### src/pchb_pkg.sv
`timescale 1ns / 1ps
`default_nettype none
// ----------------------------------------------------------------------------
// pchb_pkg
// Shared types, codes, constants and the palette ROM of the colour binner.
// ----------------------------------------------------------------------------
package pchb_pkg;

    localparam int SIDE_DEF     = 128;
    localparam int ACC_BITS_DEF = 32;
    localparam int PROD_W       = 32;
    localparam int FRAC_SHIFT   = 20;
    localparam int SUM_W        = 32;
    localparam int COL_W        = 9;
    localparam int PAL_SIZE     = 19;
    localparam int PADDR_W      = 3;
    localparam int PDATA_W      = 32;

    localparam logic [15:0] BPU_RESET = 16'd6554;
    localparam logic [PADDR_W-3:0] REG_BPU = '0;

    typedef enum logic {
        ACT_ACCUM = 1'b0,
        ACT_READ  = 1'b1
    } t_action;

    typedef enum logic [1:0] {
        ST_ACCUM   = 2'd0,
        ST_READ    = 2'd1,
        ST_BAD_PAL = 2'd2
    } t_status;

    typedef struct packed {
        t_action            action;
        logic signed [15:0] point_x;
        logic signed [15:0] point_y;
        logic [4:0]         palette_index;
        logic [6:0]         cell_row;
        logic [6:0]         cell_col;
        logic               clear_after_read;
    } t_in_word;

    typedef struct packed {
        t_status            status;
        logic [SUM_W-1:0]   red_sum;
        logic [SUM_W-1:0]   green_sum;
        logic [SUM_W-1:0]   blue_sum;
        logic [SUM_W-1:0]   alpha_sum;
    } t_out_word;

    // controller to datapath
    typedef struct packed {
        logic clr_we;
        logic load_in;
        logic mul_en;
        logic rd_en;
        logic rmw_en;
        logic out_load;
    } t_cmd;

    // datapath to controller
    typedef struct packed {
        logic clr_last;
        logic out_free;
    } t_stat;

    // index 0 red, 1 green, 2 blue, 3 alpha
    typedef logic [3:0][COL_W-1:0] t_color;

    function automatic t_color pal_color(input logic [4:0] idx);
        t_color c;
        case (idx) inside
            5'd0, 5'd10, 5'd14: c = {9'd256, 9'd0,   9'd128, 9'd256};
            5'd1, 5'd15, 5'd17: c = {9'd256, 9'd256, 9'd0,   9'd0};
            5'd2:               c = {9'd256, 9'd256, 9'd0,   9'd256};
            5'd3, 5'd8:         c = {9'd256, 9'd0,   9'd256, 9'd0};
            5'd4, 5'd7, 5'd11:  c = {9'd256, 9'd0,   9'd0,   9'd256};
            5'd5:               c = {9'd256, 9'd0,   9'd256, 9'd256};
            5'd6:               c = {9'd256, 9'd256, 9'd256, 9'd0};
            5'd9:               c = {9'd256, 9'd256, 9'd128, 9'd0};
            5'd12:              c = {9'd256, 9'd0,   9'd179, 9'd256};
            5'd13:              c = {9'd256, 9'd0,   9'd77,  9'd256};
            5'd16:              c = {9'd256, 9'd256, 9'd0,   9'd51};
            5'd18:              c = {9'd256, 9'd256, 9'd51,  9'd0};
            default:            c = '0;
        endcase
        return c;
    endfunction

endpackage
`default_nettype wire

### src/pchb_ctrl.sv
`timescale 1ns / 1ps
`default_nettype none
// ----------------------------------------------------------------------------
// pchb_ctrl
// Sequencer: clearing pass after reset, then one word at a time through
// multiply, grid read, read-modify-write and result hand-off.
// ----------------------------------------------------------------------------
module pchb_ctrl (
    input  wire logic           i_clk,
    input  wire logic           i_rst_n,
    input  wire logic           i_in_valid,
    input  wire pchb_pkg::t_stat i_stat,
    output pchb_pkg::t_cmd      o_cmd,
    output logic                o_in_stall
);
    import pchb_pkg::*;

    typedef enum logic [5:0] {
        S_CLEAR = 6'b000001,
        S_IDLE  = 6'b000010,
        S_MUL   = 6'b000100,
        S_ADDR  = 6'b001000,
        S_RMW   = 6'b010000,
        S_OUT   = 6'b100000
    } t_state;

    t_state r_state;
    t_state n_state;

    always_ff @(posedge i_clk) begin
        if (!i_rst_n) begin
            r_state <= S_CLEAR;
        end else begin
            r_state <= n_state;
        end
    end

    always_comb begin
        n_state = r_state;
        o_cmd   = '0;
        unique case (r_state)
            S_CLEAR: begin
                o_cmd.clr_we = 1'b1;
                if (i_stat.clr_last) begin
                    n_state = S_IDLE;
                end
            end
            S_IDLE: begin
                if (i_in_valid) begin
                    o_cmd.load_in = 1'b1;
                    n_state       = S_MUL;
                end
            end
            S_MUL: begin
                o_cmd.mul_en = 1'b1;
                n_state      = S_ADDR;
            end
            S_ADDR: begin
                o_cmd.rd_en = 1'b1;
                n_state     = S_RMW;
            end
            S_RMW: begin
                o_cmd.rmw_en = 1'b1;
                n_state      = S_OUT;
            end
            S_OUT: begin
                // hold here while the previous word is still stalled
                if (i_stat.out_free) begin
                    o_cmd.out_load = 1'b1;
                    n_state        = S_IDLE;
                end
            end
            default: begin
                n_state = S_CLEAR;
            end
        endcase
    end

    assign o_in_stall = (r_state != S_IDLE);

    a_item_sequence: assert property (@(posedge i_clk) disable iff (!i_rst_n)
        o_cmd.load_in |=> o_cmd.mul_en ##1 o_cmd.rd_en ##1 o_cmd.rmw_en)
        else $error("item did not step through multiply, read and update");

    a_clear_opens_input: assert property (@(posedge i_clk) disable iff (!i_rst_n)
        o_cmd.clr_we && i_stat.clr_last |=> !o_in_stall)
        else $error("input not opened after clearing pass");

    a_load_needs_room: assert property (@(posedge i_clk) disable iff (!i_rst_n)
        o_cmd.out_load |-> i_stat.out_free && !o_cmd.clr_we)
        else $error("result loaded into an occupied output register");

endmodule
`default_nettype wire

### config.mk
export PLATFORM = sky130hd
export DESIGN_NAME = pchb_ctrl
export DESIGN_NICKNAME = d
export VERILOG_FILES = /design/src/pchb_pkg.sv /design/src/pchb_ctrl.sv
export SDC_FILE = /design/constraint.sdc
export NUM_CORES = 1
export LEC_CHECK = 0
export BUFFER_PORTS_ARGS = -buffer_cell sky130_fd_sc_hd__buf_2
export CORE_AREA = 2 2 39 41
export CTS_CLUSTER_DIAMETER = 50
export DETAILED_ROUTE_END_ITERATION = 7
export DIE_AREA = 0 0 41 43
export HOLD_SLACK_MARGIN = 0.08
export SLEW_MARGIN = 20
export SYNTH_ARGS = -nofsm -noshare
export SYNTH_HDL_FRONTEND = slang
export SYNTH_SLANG_ARGS = --single-unit
### constraint.sdc
create_clock -name i_clk -period 2.56 [get_ports i_clk]
set_input_delay 0.384 -clock i_clk [delete_from_list [all_inputs] [get_ports i_clk]]
set_output_delay 0.384 -clock i_clk [all_outputs]
set_load 0.005 [all_outputs]
==> reports/summary.txt <==
min Tclk post-route -> 1.88 ns
mux cell area share after synthesis -> 0%
RSZ-0062 raised after global routing -> no
Core Rows -> 14
final hold violations -> 0
share of post-route cells with drive strength above 1 -> 32.0%
period utilization -> 73.5%
vias per std cell -> 5.32
clock latency on the worst-skew pair -> 0.25 ns
final setup fails -> 0
chip width -> 41 um
Initial Utilization -> 26.8%
first-pass GRT wire length -> 1390 um
Post-Route WL -> 820 um
CTS buffer count -> 3
sequential area share after synthesis -> 32.4%
PortBufs -> 11
H-Tree Depth -> 1
clock share of power -> 33.3%
simple logic cell fraction of the synthesized area -> 40.9%
placed cell count -> 63
Slowest-stage cell, CP -> nor4_1
Min Hold Slack -> 0.426 ns
Resized Gates After CTS -> 0
overall global routing resource usage -> 11.7%
1st-pass router iterations -> 3
routability cong. -> 0.701
Area after DPL -> 438 um^2
core area -> 1380 um^2
Reg clk slew, reported paths -> 0.05 ns
Longest Clk Path Bufs -> 2
fin nets -> 57
Synth Instances -> 37
grt total ovfl -> 0
delay of the slowest critical-path stage -> 0.57 ns
setup slack after layout -> 0.679 ns
finished layout cell area -> 460 um^2
combinational share of power -> 25.9%
Peak Freq -> 532 MHz
pre-CTS setup slack -> 0.956 ns
critical path class -> reg2out
slew margin rel. -> 59.7%
Netlist cell types -> 23
ant diodes -> 0
antenna-violating nets left -> 0
syn nets -> 42
CTS tree -> yes
I/O Pins -> 12
crit path cell chain -> nor4_1, and3_1, buf_2
Compound-Gate Fraction of Synth Area -> 22.3%
number of synthesized register bits -> 6
commonest non-fill, non-tap cell in the layout -> buf_2
post-CTS setup buffers -> 0
max reg flops -> 6
Remaining DRCs -> 0
Static Leak -> 0.212 nW
Sw Pwr -> 0.0782 mW
largest family of logic cells by synthesized area -> simple AND/OR/NAND/NOR gates
commonest cells after routing, fill and taps aside -> 11 x buf_2, 6 x dfxtp_1, 3 x nor2b_1, 3 x nor3b_1, 3 x clkbuf_4
crit start category -> register
worst hold-check path type -> in2reg
worst slew pin tran -> 0.600 ns
Sw Ratio -> 29.2%
Synth Area in XOR/XNOR -> 2.36%
vias in the first global route -> 323
CP endpoint kind -> primary output
DPL Wire Length -> 642 um
Synth area leaders -> dfxtp_1 32%, o41ai_4 7.4%, nor3b_1 6.1%
initial antenna violation count -> 0
Top Registers -> r_state: 6 flops
hold_buf cts -> 0
Tot Pwr -> 0.267 mW
setup TNS -> 0 ns
clk_skew -> 0.00912 ns
vias -> 351
Reg power frac -> 40.8%
yosys warns -> 0
DIE AREA -> 1760 um^2
fill count -> 148
WP data required -> 2.18 ns
largest net degree at the start of global routing -> 8
Finished Layout Cells -> 66
Synth top area share -> 32.4%
Adder-Cell Fraction of Synth Area -> 0%
total of max-cap violations -> 0
Final Max Slew Viols -> 0
CP arrival -> 1.50 ns
fin util -> 33.3%
Biggest register -> r_state
area growth from synthesis to layout -> 24.3%
Cell Area, Synth -> 370 um^2
cell-internal power -> 0.189 mW
Die Y -> 43 um
Crit Path Max Fanout -> 5
VDD IR max -> 323 uV
area leader, netlist -> dfxtp_1
status -> completed
clock root buffer -> clkbuf_4
clock sinks -> 6
Avg Inst Size Synth -> 10.0 um^2
PD cells -> 581 nW/um^2
DRT iter0 DRCs -> 2
WL/cell -> 12.4 um
==> kinds of logic (layout without fill, tap and decap cells) <==
group,after synthesis,after routing
buffers and inverters,1,14
AND/OR/NAND/NOR,21,21
AO/OA/AOI/OAI,8,8
XOR/XNOR,1,1
flip-flops,6,6
==> metal layers <==
| layer | part of all wire [%] | global-route usage (%) |
|---|---|---|
| met1 | 49 | 15.5 |
| met2 | 44 | 15.6 |
| met3 | 7.6 | 6.28 |
| met4 | 0 | 4.00 |
| met5 | 0 | 0 |
==> power groups by stage <==
| stage | clock network [mW] | logic (mW) | registers [mW] |
|---|---|---|---|
| after floorplan | 0 | 0.0511 | 0.109 |
| after global placement | 0 | 0.0694 | 0.111 |
| after detailed placement | 0 | 0.0699 | 0.111 |
| after CTS | 0.0938 | 0.0704 | 0.109 |
| after global routing | 0.0972 | 0.0793 | 0.110 |
| final | 0.0891 | 0.0693 | 0.109 |
==> cells in the mapped netlist <==
library cell / count
nor4b_1: 2
o21a_1: 1
nor4_1: 1
nor2b_1: 3
buf_4: 1
and3_1: 1
and2_1: 2
a22oi_1: 1
and4b_1: 1
dfxtp_1: 6
nor2_1: 2
or4b_4: 1
xor2_1: 1
and4_1: 1
nand3_1: 1
nor3_1: 1
o41ai_4: 1
a211oi_1: 2
nor3b_1: 3
nand4b_1: 1
o21ba_1: 1
and3b_1: 1
o211ai_1: 2
==> final cells by class <==
cell class	instances	area [um^2]	area share (%)
Timing Repair Buffer	11	55.1	12.0
Sequential cell	6	120	26.1
Clock buffer	3	22.5	4.89
Multi-Input combinational cell	30	243	52.7
Tap cell	16	20.0	4.35
==> worst paths after layout <==
kind / slack, ns / depth (start not counted) / endpoint / from
worst max-delay path: 0.68 / 3 / o_cmd[0] / r_state[4]
worst min-delay path: 0.43 / 3 / r_state[1] / i_in_valid
worst max register to register: 0.99 / 3 / r_state[5] / r_state[1]
worst min register to register: 0.69 / 3 / r_state[1] / r_state[0]
==> critical path: cells and delay by family (launching register included) <==
family / cells / cell delay (ns)
flip-flops: 1 / 0.33
AND/OR/NAND/NOR: 2 / 0.81
buffers and inverters: 1 / 0.10
Power figures use the tool's default switching activity.
